File: config.mk
export PLATFORM = sky130hd
export DESIGN_NAME = apvc_integ
export DESIGN_NICKNAME = d
export VERILOG_FILES = /design/src/hw/rtl/apvc_pkg.sv /design/src/hw/rtl/apvc_integ.sv
export SDC_FILE = /design/constraint.sdc
export NUM_CORES = 1
export LEC_CHECK = 0
export BUFFER_PORTS_ARGS = -buffer_cell sky130_fd_sc_hd__buf_4
export CORE_UTILIZATION = 50
export DETAILED_ROUTE_END_ITERATION = 12
export HOLD_SLACK_MARGIN = 0.06
export PLACE_DENSITY = 0.86
export SYNTH_ARGS = -nofsm -noshare
export SYNTH_HDL_FRONTEND = slang
export SYNTH_SLANG_ARGS = --single-unit
File: constraint.sdc
create_clock -name clk_i -period 8.2 [get_ports clk_i]
set_clock_uncertainty 0.15 [all_clocks]
set_input_delay 0.82 -clock clk_i [delete_from_list [all_inputs] [get_ports clk_i]]
set_output_delay 0.82 -clock clk_i [all_outputs]
set_load 0.02 [all_outputs]
File: src/hw/rtl/apvc_pkg.sv
// ----------------------------------------------------------------------------
// apvc_pkg: shared types and constants for the PID velocity command block
// Holds the item payload types, register indexes, direction codes and the
// arithmetic widths used by every stage of the controller.
// ----------------------------------------------------------------------------
`default_nettype none

package apvc_pkg;

  // Positions are taken as PosWidth-bit two's complement from their low bits.
  localparam int PosWidth = 32;
  localparam int FieldW   = 32;

  localparam int GainW    = 16;
  localparam int PowerW   = 8;
  localparam int VelW     = 9;
  localparam int IntegW   = 32;

  // Error and position change are exact at one bit more than a position.
  localparam int ErrW     = PosWidth + 1;
  localparam int WideW    = (ErrW > IntegW) ? ErrW : IntegW;
  localparam int AccW     = WideW + 1;
  localparam int ProdW    = GainW + WideW;
  // Three products summed, then the rounding half added.
  localparam int SumW     = ProdW + 2;
  localparam int RndW     = SumW + 1;
  localparam int FracW    = 8;
  localparam int QuotW    = RndW - FracW;

  // Configuration register indexes.
  localparam int CfgIdxW = 2;
  localparam logic [CfgIdxW-1:0] CfgPropGain  = 2'd0;
  localparam logic [CfgIdxW-1:0] CfgIntegGain = 2'd1;
  localparam logic [CfgIdxW-1:0] CfgDerivGain = 2'd2;
  localparam logic [CfgIdxW-1:0] CfgMaxPower  = 2'd3;

  localparam logic [PowerW-1:0] MaxPowerReset = 8'd255;

  typedef enum logic [1:0] {
    DirPause = 2'd0,
    DirFwd   = 2'd1,
    DirBack  = 2'd2
  } dir_e;

  typedef struct packed {
    logic                     kind;
    logic signed [FieldW-1:0] target_pos;
    logic signed [FieldW-1:0] measured_pos;
    logic signed [FieldW-1:0] prior_pos;
  } in_item_t;

  typedef struct packed {
    logic signed [VelW-1:0] velocity;
    logic [PowerW-1:0]      magnitude;
    dir_e                   direction;
    logic                   commit;
  } out_item_t;

  // Error terms handed from the integrator to the multiply stage.
  typedef struct packed {
    logic                     clear;
    logic signed [ErrW-1:0]   err;
    logic signed [ErrW-1:0]   dpos;
    logic signed [IntegW-1:0] integ;
  } terms_t;

  // Registered gain products handed to the output shaping.
  typedef struct packed {
    logic                    clear;
    logic signed [ProdW-1:0] p_term;
    logic signed [ProdW-1:0] i_term;
    logic signed [ProdW-1:0] d_term;
  } prods_t;

endpackage

`default_nettype wire

File: src/hw/rtl/apvc_integ.sv
// ----------------------------------------------------------------------------
// apvc_integ: position error and saturating integrator
// Forms the error and position change of an item and keeps the 32-bit
// integral, which saturates at the signed limits and is cleared on request.
// ----------------------------------------------------------------------------
`default_nettype none

module apvc_integ (
  input  logic              clk_i,
  input  logic              rst_ni,
  input  logic              step_i,
  input  apvc_pkg::in_item_t item_i,
  output apvc_pkg::terms_t  terms_o
);
  import apvc_pkg::*;

  logic signed [IntegW-1:0] integ_q, integ_d;
  logic signed [ErrW-1:0]   tgt, act, pri;
  logic signed [ErrW-1:0]   err, dpos;
  logic signed [AccW-1:0]   acc;
  logic                     ovf;
  logic signed [IntegW-1:0] integ_sat;

  assign tgt  = ErrW'($signed(item_i.target_pos[PosWidth-1:0]));
  assign act  = ErrW'($signed(item_i.measured_pos[PosWidth-1:0]));
  assign pri  = ErrW'($signed(item_i.prior_pos[PosWidth-1:0]));
  assign err  = tgt - act;
  assign dpos = act - pri;

  assign acc = AccW'(integ_q) + AccW'(err);

  // The sum fits when every bit above the result's sign bit matches it.
  assign ovf = !((&acc[AccW-1:IntegW-1]) || !(|acc[AccW-1:IntegW-1]));

  always_comb begin
    if (ovf) begin
      integ_sat = acc[AccW-1] ? {1'b1, {(IntegW-1){1'b0}}} : {1'b0, {(IntegW-1){1'b1}}};
    end else begin
      integ_sat = acc[IntegW-1:0];
    end
  end

  always_comb begin
    integ_d = integ_q;
    if (step_i) begin
      integ_d = item_i.kind ? '0 : integ_sat;
    end
  end

  always_ff @(posedge clk_i or negedge rst_ni) begin
    if (!rst_ni) begin
      integ_q <= '0;
    end else begin
      integ_q <= integ_d;
    end
  end

  assign terms_o.clear = item_i.kind;
  assign terms_o.err   = err;
  assign terms_o.dpos  = dpos;
  assign terms_o.integ = integ_d;

endmodule

`default_nettype wire

==> metrics.txt <==
status completed; vias in the first global route 6874; sequential fraction of the synthesis area 0.1204; Tcrit/Tclk final 0.9173; Min-Delay Path Class input pin to async pin; Area Growth Syn to Fin 27.31%; Syn Nets 1086; Max Cap Viol 0; Clock power frac 0.093; Fin. Hold Viols 0; asr flop ratio synth 1.000; crit path time final 7.522 ns; Placed Area 8275 sq um; Largest regs integ_q x32; full die area 13760 sq um; ys flop type dfrtp_1; Distinct cells, synth 65; Gate power share 0.800; P_int 0.001199 W; Worst setup EP type primary output; largest net degree at the start of global routing 33; leak pwr 4.422 nW; Slew @ Worst Pin 0.5811 ns; Synth area leader ha_1; Post-synth EDFFs 0; Power Density 292.7 nW/um^2; critical path's slowest cell a2111oi_2; Inserted Diodes 0; Post-Synthesis Cells 884; GRT met3 Usage 0.03502; clock-pin slew on the worst setup and hold paths 0.06 ns; GRT Util Overall 0.2831; Req. time, crit path 7.23 ns; Post-Syn Area per Cell 7.521 sq um; Final TNS setup 0 ns; clk buf depth 2; layout cell share with drive strength beyond 1 0.2155; critical path launch point type input pin; drt first pass iters 5; fillers 1131; Switching Share 0.5162; Clock Sinks 32; Synth top area share 0.1863; die height 117.3 microns; Buf/Inv on CP 3; Cell Area, Synth 6649 sq um; Detailed Place HPWL 16.55 mm; peak per-stage delay on the critical path 0.45 ns; top post-synthesis cells by area ha_1 19%, dfrtp_1 12%, xnor2_1 6.7%; die width 117.3 microns; design area 8464 sq um; H-tree depth 2; final slew viol count 0; vias 7264; buffer count from post-CTS setup fixing 0; relative slew slack 0.6077; antenna violations before repair 0; Max Fclk 133.0 MHz; worst-path fanout max 17; Initial DRC Count 559; final number of setup-violating endpoints 0; vias per inst 5.839; Setup Crit Path Kind input pin to primary output; row cnt 41; PortBufs 198; clock root buffer clkbuf_16; layout net count 1273; initial core utilization 0.5205; Routability Congestion 0.9053; CTS tree yes; CTS Hold Bufs 0; Biggest register integ_q; Wirelength per Cell 16.01 microns; Peak supply drop 0.2365 mV; met1 GRT Util 0.3631; met2 Usage GRT 0.4945; Switch Pwr 0.001279 W; GRT Max-Usage Layer met2; CTS Buf Count 5; Ports 199; WP data arrival 6.55 ns; core area 12770 sq um; first-pass GRT wire length 32.57 mm; final WL 19.92 mm; # DRC 0; Skew-Pair Late Insertion Delay 0.28 ns; max reg flops 32; Reg2Reg Launch Point integ_q[0]$_DFF_PN0_; total congestion overflow 0; CP top delay family compound AO/OA/AOI/OAI gates; Seq pwr share 0.107; RSZ-0062 raised after global routing false; CP startpoint item_i[32]; YS warnings 0; #FFs+latches synth 32; Post-DRT Antenna Nets 0
power by group through the flow:
stage               logic [W]  clock network [W]  registers [W]
floorplan             0.00139                  0       0.000249
global placement      0.00193                  0       0.000266
detailed placement    0.00196                  0       0.000267
CTS                   0.00197           0.000233       0.000265
global route          0.00216           0.000238       0.000272
finish                0.00198           0.000230       0.000265
worst reg2reg max path: stages (launching register included):
cell and delay [ns]:
dfrtp_1 0.34, ha_1 0.21, inv_1 0.07, fa_1 0.37, nand2b_1 0.20, a21oi_1 0.37, o211ai_1 0.24, a21oi_1 0.29
a22oi_1 0.16, o211ai_1 0.22, xnor2_1 0.12, o31ai_1 0.26, and2_1 0.19, buf_4 0.24, a2bb2oi_1 0.36
cells by family after synthesis:
logic type / Yosys count / synth area share
multiplexers: 4 / 0.006022
buffers and inverters: 115 / 0.07019
adder cells (fa/ha/maj): 102 / 0.1953
AO/OA/AOI/OAI: 301 / 0.3195
flip-flops: 32 / 0.1204
XOR/XNOR: 79 / 0.1041
AND/OR/NAND/NOR: 251 / 0.1844
stage by stage:
stage / power, W / worst slack, ns / std cells / util / hold slack (ns)
floorplan: 0.001643 / 1.177 / 884 / - / 0.3744
global placement: 0.002197 / 0.7308 / 1236 / 0.6479 / 0.3705
detailed placement: 0.002226 / 0.6095 / 1236 / 0.6479 / 0.3734
CTS: 0.002468 / 0.5408 / 1244 / 0.6622 / 0.3490
global route: 0.002674 / 0.09142 / 1244 / 0.6627 / 0.3686
finish: 0.002478 / 0.6785 / 1244 / 0.6627 / 0.3341
Yosys cell counts, drive strengths merged (7+ instances only):
| master | instances |
|---|---|
| nor2 | 75 |
| inv | 93 |
| xnor2 | 51 |
| o31ai | 7 |
| a21o | 33 |
| nor2b | 38 |
| o21ai | 44 |
| buf | 8 |
| o211ai | 8 |
| xor2 | 28 |
| and2 | 7 |
| o21bai | 11 |
| ha | 99 |
| a31oi | 11 |
| dfrtp | 32 |
| nand3 | 16 |
| a2bb2oi | 26 |
| a21oi | 84 |
| nand2b | 13 |
| clkbuf | 13 |
| and3 | 9 |
| o21a | 15 |
| nand2 | 54 |
| nor3 | 12 |
| nand4 | 9 |
final cells by class:
cell class                 instances  area, sq um  area share
multi-input combinational        737         5391      0.6370
timing repair buffer             201         1521      0.1797
sequential                        32        800.8     0.09460
inverter                          94        352.8     0.04169
tap                              172        215.2     0.02542
clock buffer                       7        152.6     0.01803
clock inverter                     1        30.03    0.003548
worst paths after layout:
check | endpoint | slack (ns) | cells after the start
worst max-delay path | terms_o[17] | 0.68 | 25
worst min-delay path | integ_q[27]$_DFF_PN0_ | 0.33 | 1
worst max register to register | integ_q[17]$_DFF_PN0_ | 4.29 | 14
worst min register to register | integ_q[0]$_DFF_PN0_ | 0.40 | 1
max in group asynchronous | integ_q[8]$_DFF_PN0_ | 7.26 | 1
min in group clk_i | integ_q[0]$_DFF_PN0_ | 0.40 | 1
per-layer routing:
metal / vias to the layer above / part of all wire
li1: 3574 / -
met1: 3393 / 0.44
met2: 259 / 0.48
met3: 38 / 0.059
met4: 0 / 0.023
met5: - / 0
repair_timing:
| item | 4_1_cts | 5_1_grt |
|---|---|---|
| endpoints found under the hold margin | 0 | 0 |
| endpoints found under the setup margin | 0 | 29 |
| resized for setup | 0 | 2 |
layout by cell type, fill, tap and decap left out, drive strengths merged, types with 15 or more instances in the layout:
cell     count
nand2       54
dfrtp       32
ha          99
buf        201
a21oi       84
nor2        75
a2bb2oi     26
o21ai       44
a21o        33
xor2        28
nor2b       38
inv         93
o21a        15
nand3       16
xnor2       51
Note: power is estimated with default switching activity, not from simulation.
