[src/hw/rtl/apvc_pkg.sv]
// ----------------------------------------------------------------------------
// apvc_pkg: shared types and constants for the PID velocity command block
// Holds the item payload types, register indexes, direction codes and the
// arithmetic widths used by every stage of the controller.
// ----------------------------------------------------------------------------
`default_nettype none

package apvc_pkg;

  // Positions are taken as PosWidth-bit two's complement from their low bits.
  localparam int PosWidth = 32;
  localparam int FieldW   = 32;

  localparam int GainW    = 16;
  localparam int PowerW   = 8;
  localparam int VelW     = 9;
  localparam int IntegW   = 32;

  // Error and position change are exact at one bit more than a position.
  localparam int ErrW     = PosWidth + 1;
  localparam int WideW    = (ErrW > IntegW) ? ErrW : IntegW;
  localparam int AccW     = WideW + 1;
  localparam int ProdW    = GainW + WideW;
  // Three products summed, then the rounding half added.
  localparam int SumW     = ProdW + 2;
  localparam int RndW     = SumW + 1;
  localparam int FracW    = 8;
  localparam int QuotW    = RndW - FracW;

  // Configuration register indexes.
  localparam int CfgIdxW = 2;
  localparam logic [CfgIdxW-1:0] CfgPropGain  = 2'd0;
  localparam logic [CfgIdxW-1:0] CfgIntegGain = 2'd1;
  localparam logic [CfgIdxW-1:0] CfgDerivGain = 2'd2;
  localparam logic [CfgIdxW-1:0] CfgMaxPower  = 2'd3;

  localparam logic [PowerW-1:0] MaxPowerReset = 8'd255;

  typedef enum logic [1:0] {
    DirPause = 2'd0,
    DirFwd   = 2'd1,
    DirBack  = 2'd2
  } dir_e;

  typedef struct packed {
    logic                     kind;
    logic signed [FieldW-1:0] target_pos;
    logic signed [FieldW-1:0] measured_pos;
    logic signed [FieldW-1:0] prior_pos;
  } in_item_t;

  typedef struct packed {
    logic signed [VelW-1:0] velocity;
    logic [PowerW-1:0]      magnitude;
    dir_e                   direction;
    logic                   commit;
  } out_item_t;

  // Error terms handed from the integrator to the multiply stage.
  typedef struct packed {
    logic                     clear;
    logic signed [ErrW-1:0]   err;
    logic signed [ErrW-1:0]   dpos;
    logic signed [IntegW-1:0] integ;
  } terms_t;

  // Registered gain products handed to the output shaping.
  typedef struct packed {
    logic                    clear;
    logic signed [ProdW-1:0] p_term;
    logic signed [ProdW-1:0] i_term;
    logic signed [ProdW-1:0] d_term;
  } prods_t;

endpackage

`default_nettype wire

[src/hw/rtl/apvc_shape.sv]
// ----------------------------------------------------------------------------
// apvc_shape: sum, rounding and clamp of the gain products
// Adds the three Q41.8 products, rounds by adding one half and truncating
// toward zero, and clamps to plus or minus the power limit.
// ----------------------------------------------------------------------------
`default_nettype none

module apvc_shape (
  input  apvc_pkg::prods_t                    prods_i,
  input  logic [apvc_pkg::PowerW-1:0]         max_power_i,
  output logic signed [apvc_pkg::VelW-1:0]    velocity_o
);
  import apvc_pkg::*;

  logic signed [SumW-1:0]  sum;
  logic signed [RndW-1:0]  rnd;
  logic signed [RndW-1:0]  biased;
  logic signed [QuotW-1:0] quot;
  logic signed [QuotW-1:0] lim;

  assign sum = SumW'(prods_i.p_term) + SumW'(prods_i.i_term) + SumW'(prods_i.d_term);
  assign rnd = RndW'(sum) + RndW'(128);

  // A negative value gets 255 added first so the arithmetic shift truncates
  // toward zero instead of toward minus infinity.
  assign biased = rnd[RndW-1] ? (rnd + RndW'(255)) : rnd;
  assign quot   = QuotW'(biased >>> FracW);
  assign lim    = QuotW'($signed({1'b0, max_power_i}));

  always_comb begin
    if (quot > lim) begin
      velocity_o = VelW'(lim);
    end else if (quot < -lim) begin
      velocity_o = VelW'(-lim);
    end else begin
      velocity_o = VelW'(quot);
    end
  end

endmodule

`default_nettype wire

[config.mk]
export PLATFORM = sky130hd
export DESIGN_NAME = apvc_shape
export DESIGN_NICKNAME = d
export VERILOG_FILES = /design/src/hw/rtl/apvc_pkg.sv /design/src/hw/rtl/apvc_shape.sv
export SDC_FILE = /design/constraint.sdc
export NUM_CORES = 1
export LEC_CHECK = 0
export BUFFER_PORTS_ARGS = -buffer_cell sky130_fd_sc_hd__buf_2
export CAP_MARGIN = 15
export CORE_MARGIN = 2
export CORE_UTILIZATION = 54
export DETAILED_ROUTE_END_ITERATION = 10
export GPL_ROUTABILITY_DRIVEN = 1
export PLACE_DENSITY = 0.88
export SLEW_MARGIN = 40
export SYNTH_ARGS = -nofsm -noshare
export SYNTH_HDL_FRONTEND = slang
export SYNTH_SLANG_ARGS = --single-unit
[constraint.sdc]
create_clock -name vclk -period 10.61
set_input_delay 2.122 -clock vclk [all_inputs]
set_output_delay 2.122 -clock vclk [all_outputs]
set_load 0.01 [all_outputs]
==> results of run 1 <==
-- stage by stage --
step / setup TNS (ns) / util (%)
2_1_floorplan: 0 / -
3_3_place_gp: -0.114 / 70.1
3_5_place_dp: -1.77 / 70.2
4_1_cts: 0 / 72.4
5_1_grt: -5.03 / 77.5
6_report: -4.01 / 77.5
-- layer usage --
layer  wire (um)  part of all wire [%]
met1       11400                    37
met2       14000                    46
met3        3000                   9.9
met4        2010                   6.6
met5           0                     0
-- where the power goes --
group / total, mW / internal [mW] / leakage [nW] / switching [mW]
clock: 0 / 0 / 0 / 0
sequential: 0 / 0 / 0 / 0
combinational: 2.15 / 0.974 / 5.61 / 1.18
-- cell usage after synthesis (15+ instances only) --
library cell	instances
xor2_1	35
nand3_1	28
nor3_1	27
nand2_1	71
nor2b_1	18
o21ai_0	60
fa_1	50
inv_1	155
xnor2_1	47
nor2_1	79
clkbuf_1	21
a21o_1	21
a211oi_1	15
ha_1	151
a21oi_1	76
nand4_1	37
-- path summary, 6_finish.rpt --
check                 slack [ns]             to            from  depth (start not counted)
worst max-delay path       -0.58  velocity_o[4]      prods_i[8]                         33
worst min-delay path        4.67  velocity_o[1]  max_power_i[1]                          4
-- repair_timing --
item / CTS / global route
resized for setup: 48 / 126
pin swaps: 27 / 53
endpoints found under the setup margin: 9 / 9
setup buffers: 12 / 17
-- critical path: cells and delay by family --
kind	cells	cell delay (ns)
compound gates	10	1.69
xor+xnor	2	0.49
fa+ha+maj	4	1.47
buf+inv	7	0.95
mux	1	0.17
simple gates	9	2.17
-- kinds of logic after synthesis --
kind of cell | after synthesis
AO/OA/AOI/OAI | 266
XOR/XNOR | 82
adder cells (fa/ha/maj) | 201
buffers and inverters | 190
multiplexers | 13
AND/OR/NAND/NOR | 356
-- area by class of cell --
cell class	count	area, um^2	area share, %
Multi-Input combinational cell	918	8260	72.7
Timing Repair Buffer	354	2290	20.1
Inverter	155	582	5.12
Tap cell	184	230	2.03
==> metrics.md, run 1 <==
| Metric | Value |
|---|---|
| Status | `complete, but fails checks` |
| Fillers | `946` |
| I/O pin cnt | `165` |
| Met1 Usage GRT | `38.9%` |
| Mapped Nets | `1,465` |
| DP Cell Count | `1,583` |
| Placed Area | `10,300 um^2` |
| Congestion Overflow GR | `0` |
| Largest net degree at the start of global routing | `13` |
| Mapped Cells | `1,108` |
| Max Cap Viol | `0` |
| Worst rel slew slack | `42.7%` |
| Register area | `0 um^2` |
| Final setup violation count | `9` |
| First-pass DRT Iterations | `6` |
| Simple-Gate Fraction of Synth Area | `23.7%` |
| Failing checks | `setup timing` |
| Top-area cell type share of the netlist area | `23.2%` |
| Min Hold Slack | `4.67 ns` |
| Critical path data required time | `8.49 ns` |
| PwrDens | `190 nW/um^2` |
| Post-route insts no fill | `1,611` |
| Vias | `10.3k` |
| Dominant cell type by area after synthesis | `ha_1` |
| Worst path arrival time | `9.07 ns` |
| Met3 global-route usage | `2.11%` |
| HPWL after DPL | `20.7 mm` |
| Initial antenna violation count | `0` |
| Ys Warns | `0` |
| DRT Wirelength | `30.4 mm` |
| Final setup margin | `-0.582 ns` |
| Achievable frequency | `0.0894 GHz` |
| Crit. End Element | `output pin` |
| Routed Antenna Nets | `0` |
| RSZ-0062 raised after global routing | `yes` |
| Die Y | `127 um` |
| Maximum fanout along the worst path | `6` |
| Static leakage | `5.61 nW` |
| Worst setup path class | `primary input to output pin` |
| Most Crowded Layer GR | `met2` |
| Synth Cell Area | `8150 um^2` |
| DR iter-0 viols | `1,330` |
| Post-synthesis sequential area ratio | `0%` |
| Final period util | `105%` |
| Max-slew violation count | `0` |
| Compound-Gate Fraction of Synth Area | `21.4%` |
| Overall routing resource usage | `30.4%` |
| Number of clock buffers in the layout | `0` |
| Layout cells sized above 1 | `35.0%` |
| Pre-CTS WS | `-0.386 ns` |
| Peak VDD IR | `0.0000775 V` |
| Final Hold Vio Count | `0` |
| Startpoint Class | `primary input` |
| Most frequent cells in the layout | `182 x buf_4, 163 x buf_2, 150 x inv_1` |
| Synth cell types | `81` |
| Area of the die | `16,100 um^2` |
| Routability cong. | `0.962` |
| Total power of the final layout | `2.15 mW` |
| Largest family of logic cells by synthesized area | `adder cells` |
| CP max-delay cell | `fa_1` |
| Post-route DRC | `0` |
| Placeable Area | `14,600 um^2` |
| Fin area | `11,400 um^2` |
| Number of global-route vias before repair | `9,453` |
| Initial Util | `55.7%` |
| Post-Synth XOR/XNOR Area | `8.81%` |
| Area Growth Syn to Fin | `39.3%` |
| Area contributors post-synth | `ha_1 23%, fa_1 12%, inv_1 7.1%` |
| I/O Buffers | `164` |
| Commonest non-fill, non-tap cell in the layout | `buf_4` |
| Critical Path Max Stage Delay | `0.53 ns` |
| Mux cell area share after synthesis | `1.61%` |
| Seq cells | `0` |
| Post-CTS Hold Fix Bufs | `0` |
| Crit path time final | `11.19 ns` |
| # rows | `44` |
| Nets | `1,786` |
| DR vias/cell | `6.41` |
| Global-route wire length before repair | `41.8 mm` |
| Diode count | `0` |
| Met2 usage | `54.4%` |
| Synth Area in Adders | `35.5%` |
| Average size of a mapped cell | `7.36 um^2` |
| Worst slew pin tran | `0.852 ns` |
| HP Class | `primary input to output pin` |
| Die width | `127 um` |
| Routed wire per std cell | `18.9 um` |
Note: power is estimated with default switching activity, not from simulation.
==> inputs of run 2 (changes only) <==
- PLACE_DENSITY: 0.88 -> 0.82
- REMOVE_ABC_BUFFERS: default -> 1
==> run 2 against run 1 <==
Compared with the run above:
- the flow still finishes with violations (setup timing)
- combinational power shrank 5%
- global-route usage shrank 2.4 points
- hold slack lost 0.012 ns
- die area is the same
- non-clock buffer count shrank 2
- final cell count shrank 0.12%
- cell area shrank 1.4%
- clock-buffer cell count is the same
==> metrics.md, run 2 (synthesis gave the netlist of run 1 again) <==
| Metric | Value |
|---|---|
| Status | `complete, but fails checks` |
| Failing checks | `setup timing` |
| DP Cell Count | `1,589 (+0.38%)` |
| Final period util | `100% (-5.0 points)` |
| Final setup violation count | `4 (-5)` |
| Final Hold Vio Count | `0 (unchanged)` |
| I/O Buffers | `164 (unchanged)` |
| Worst setup path class | `primary input to output pin` |
| PwrDens | `183 nW/um^2 (-3.7%)` |
| Most frequent cells in the layout | `182 x buf_4, 163 x buf_2, 152 x inv_1` |
| Vias | `9,654 (-6.5%)` |
| # rows | `44 (unchanged)` |
| Sum Neg Setup Slack | `-0.119 ns (+3.89 ns)` |
| Max-slew violation count | `0 (unchanged)` |
| Maximum fanout along the worst path | `7 (+1)` |
| Logic pwr share | `100.0% (about the same)` |
| Routed wire per std cell | `16.4 um (-13%)` |
| Area Growth Syn to Fin | `37.4%` |
| Post-CTS Hold Fix Bufs | `0 (unchanged)` |
| Largest net degree at the start of global routing | `13 (unchanged)` |
| Critical path data required time | `8.49 ns (about the same)` |
| Startpoint Class | `primary input` |
| Switching share of power | `53.5% (-1.3 points)` |
| Crit. End Element | `output pin` |
| I/O pin cnt | `165 (unchanged)` |
| RSZ-0062 raised after global routing | `yes` |
| Final setup margin | `-0.0462 ns (+0.536 ns)` |
| Post-route insts no fill | `1,609 (-0.12%)` |
| DR iter-0 viols | `795 (-40%)` |
| Achievable frequency | `0.0938 GHz (+5.0%)` |
| First-pass DRT Iterations | `6 (unchanged)` |
| Seq cells | `0 (unchanged)` |
| Initial antenna violation count | `0 (unchanged)` |
| Static leakage | `5.64 nW (+0.57%)` |
| Post-route DRC | `0 (unchanged)` |
| Critical Path Max Stage Delay | `0.51 ns (-0.02 ns)` |
| Worst hold path depth | `4 (unchanged)` |
| Diode count | `0 (unchanged)` |
| Area of the die | `16,100 um^2 (unchanged)` |
| Min Hold Slack | `4.65 ns (-0.0119 ns)` |
| HPWL after DPL | `20.1 mm (-3.1%)` |
| Number of global-route vias before repair | `8,639 (-8.6%)` |
| Worst rel slew slack | `49.3% (+6.6 points)` |
| Die width | `127 um (unchanged)` |
| Clock network power share | `0% (unchanged)` |
| Placeable Area | `14,600 um^2 (unchanged)` |
| Switching Power | `1.09 mW (-7.2%)` |
| Hold endpoint | `velocity_o[2]` |
| Placed Area | `10,300 um^2 (+0.55%)` |
| CP max-delay cell | `fa_1` |
| Routability cong. | `0.937 (-2.6%)` |
| HP Start | `max_power_i[2]` |
| DR vias/cell | `6.00 (-6.4%)` |
| Overall routing resource usage | `28.0% (-2.4 points)` |
| Crit path time final | `10.66 ns (-0.536 ns)` |
| Layout cells sized above 1 | `33.4% (-1.6 points)` |
| Die Y | `127 um (unchanged)` |
| Nets | `1,784 (-0.11%)` |
| Routed Antenna Nets | `0 (unchanged)` |
| DRT Wirelength | `26.4 mm (-13%)` |
| Max Cap Viol | `0 (unchanged)` |
| Register area | `0 um^2 (unchanged)` |
| Number of clock buffers in the layout | `0 (unchanged)` |
| Peak VDD IR | `0.0000818 V (+5.5%)` |
| Flop pwr share | `0% (unchanged)` |
| Worst slew pin tran | `0.755 ns (-0.0977 ns)` |
| HP Class | `primary input to output pin` |
| Worst path arrival time | `8.53 ns (-0.54 ns)` |
| Total power of the final layout | `2.05 mW (-5.0%)` |
| Fin area | `11,200 um^2 (-1.4%)` |
| Commonest non-fill, non-tap cell in the layout | `buf_4` |
| Congestion Overflow GR | `0 (unchanged)` |
| Initial Util | `55.7% (unchanged)` |
| Global-route wire length before repair | `38.7 mm (-7.3%)` |
| P_int | `0.952 mW (-2.2%)` |
-- run 2: repair_timing --
item | 4_1_cts | 5_1_grt
endpoints found under the setup margin | 9 | 9
buffers inserted | 11 | 10
gates resized for setup | 25 | 117
cloned | 0 | 1
pin swaps | 17 | 50
-- run 2: metrics by stage --
step           util, %  setup slack [ns]
2_1_floorplan        -           -0.0413
3_3_place_gp      70.5           -0.0631
3_5_place_dp      70.6            -0.282
4_1_cts           72.0          0.000404
5_1_grt           76.5            -0.314
6_report          76.5           -0.0462
-- run 2: worst max-delay path by stage --
stage                startpoint       endpoint  slack [ns]  depth (start not counted)
floorplan            prods_i[2]  velocity_o[4]       -0.04                         32
global placement     prods_i[2]  velocity_o[4]       -0.06                         33
detailed placement   prods_i[2]  velocity_o[4]       -0.28                         33
CTS                  prods_i[2]  velocity_o[4]      0.0004                         35
global route         prods_i[8]  velocity_o[4]       -0.31                         33
finish              prods_i[53]  velocity_o[6]       -0.05                         32
-- run 2: final cells by class --
| type | instances | area (um^2) |
|---|---|---|
| timing repair buffer | 352 | 2280 |
| multi-input combinational | 918 | 8110 |
| fill | 1040 | 3440 |
| tap | 184 | 230 |
| inverter | 155 | 582 |
-- run 2: power by group through the flow --
stage               clock [mW]  combinational, mW  sequential, mW
finish                       0               2.05               0
global placement             0               1.70               0
floorplan                    0               1.05               0
detailed placement           0               1.74               0
global route                 0               2.21               0
CTS                          0               1.81               0
-- run 2: per-layer routing --
metal / up-vias / GRT usage, % / share of wire (%)
met5: - / 0 / 0
met4: 0 / 3.43 / 3.3
met3: 82 / 1.27 / 6.0
met2: 447 / 49.5 / 49
met1: 4557 / 39.1 / 42
li1: 4568 / - / -
-- run 2: worst max-delay path: cells and delay by family --
family                     cells  cell delay [ns]
adders and majority gates      4             1.50
buffers and inverters          6             0.69
and+or+nand+nor               11             2.11
muxes                          1             0.21
xor gates and xnor gates       1             0.15
AOI/OAI and AO/OA              9             1.72
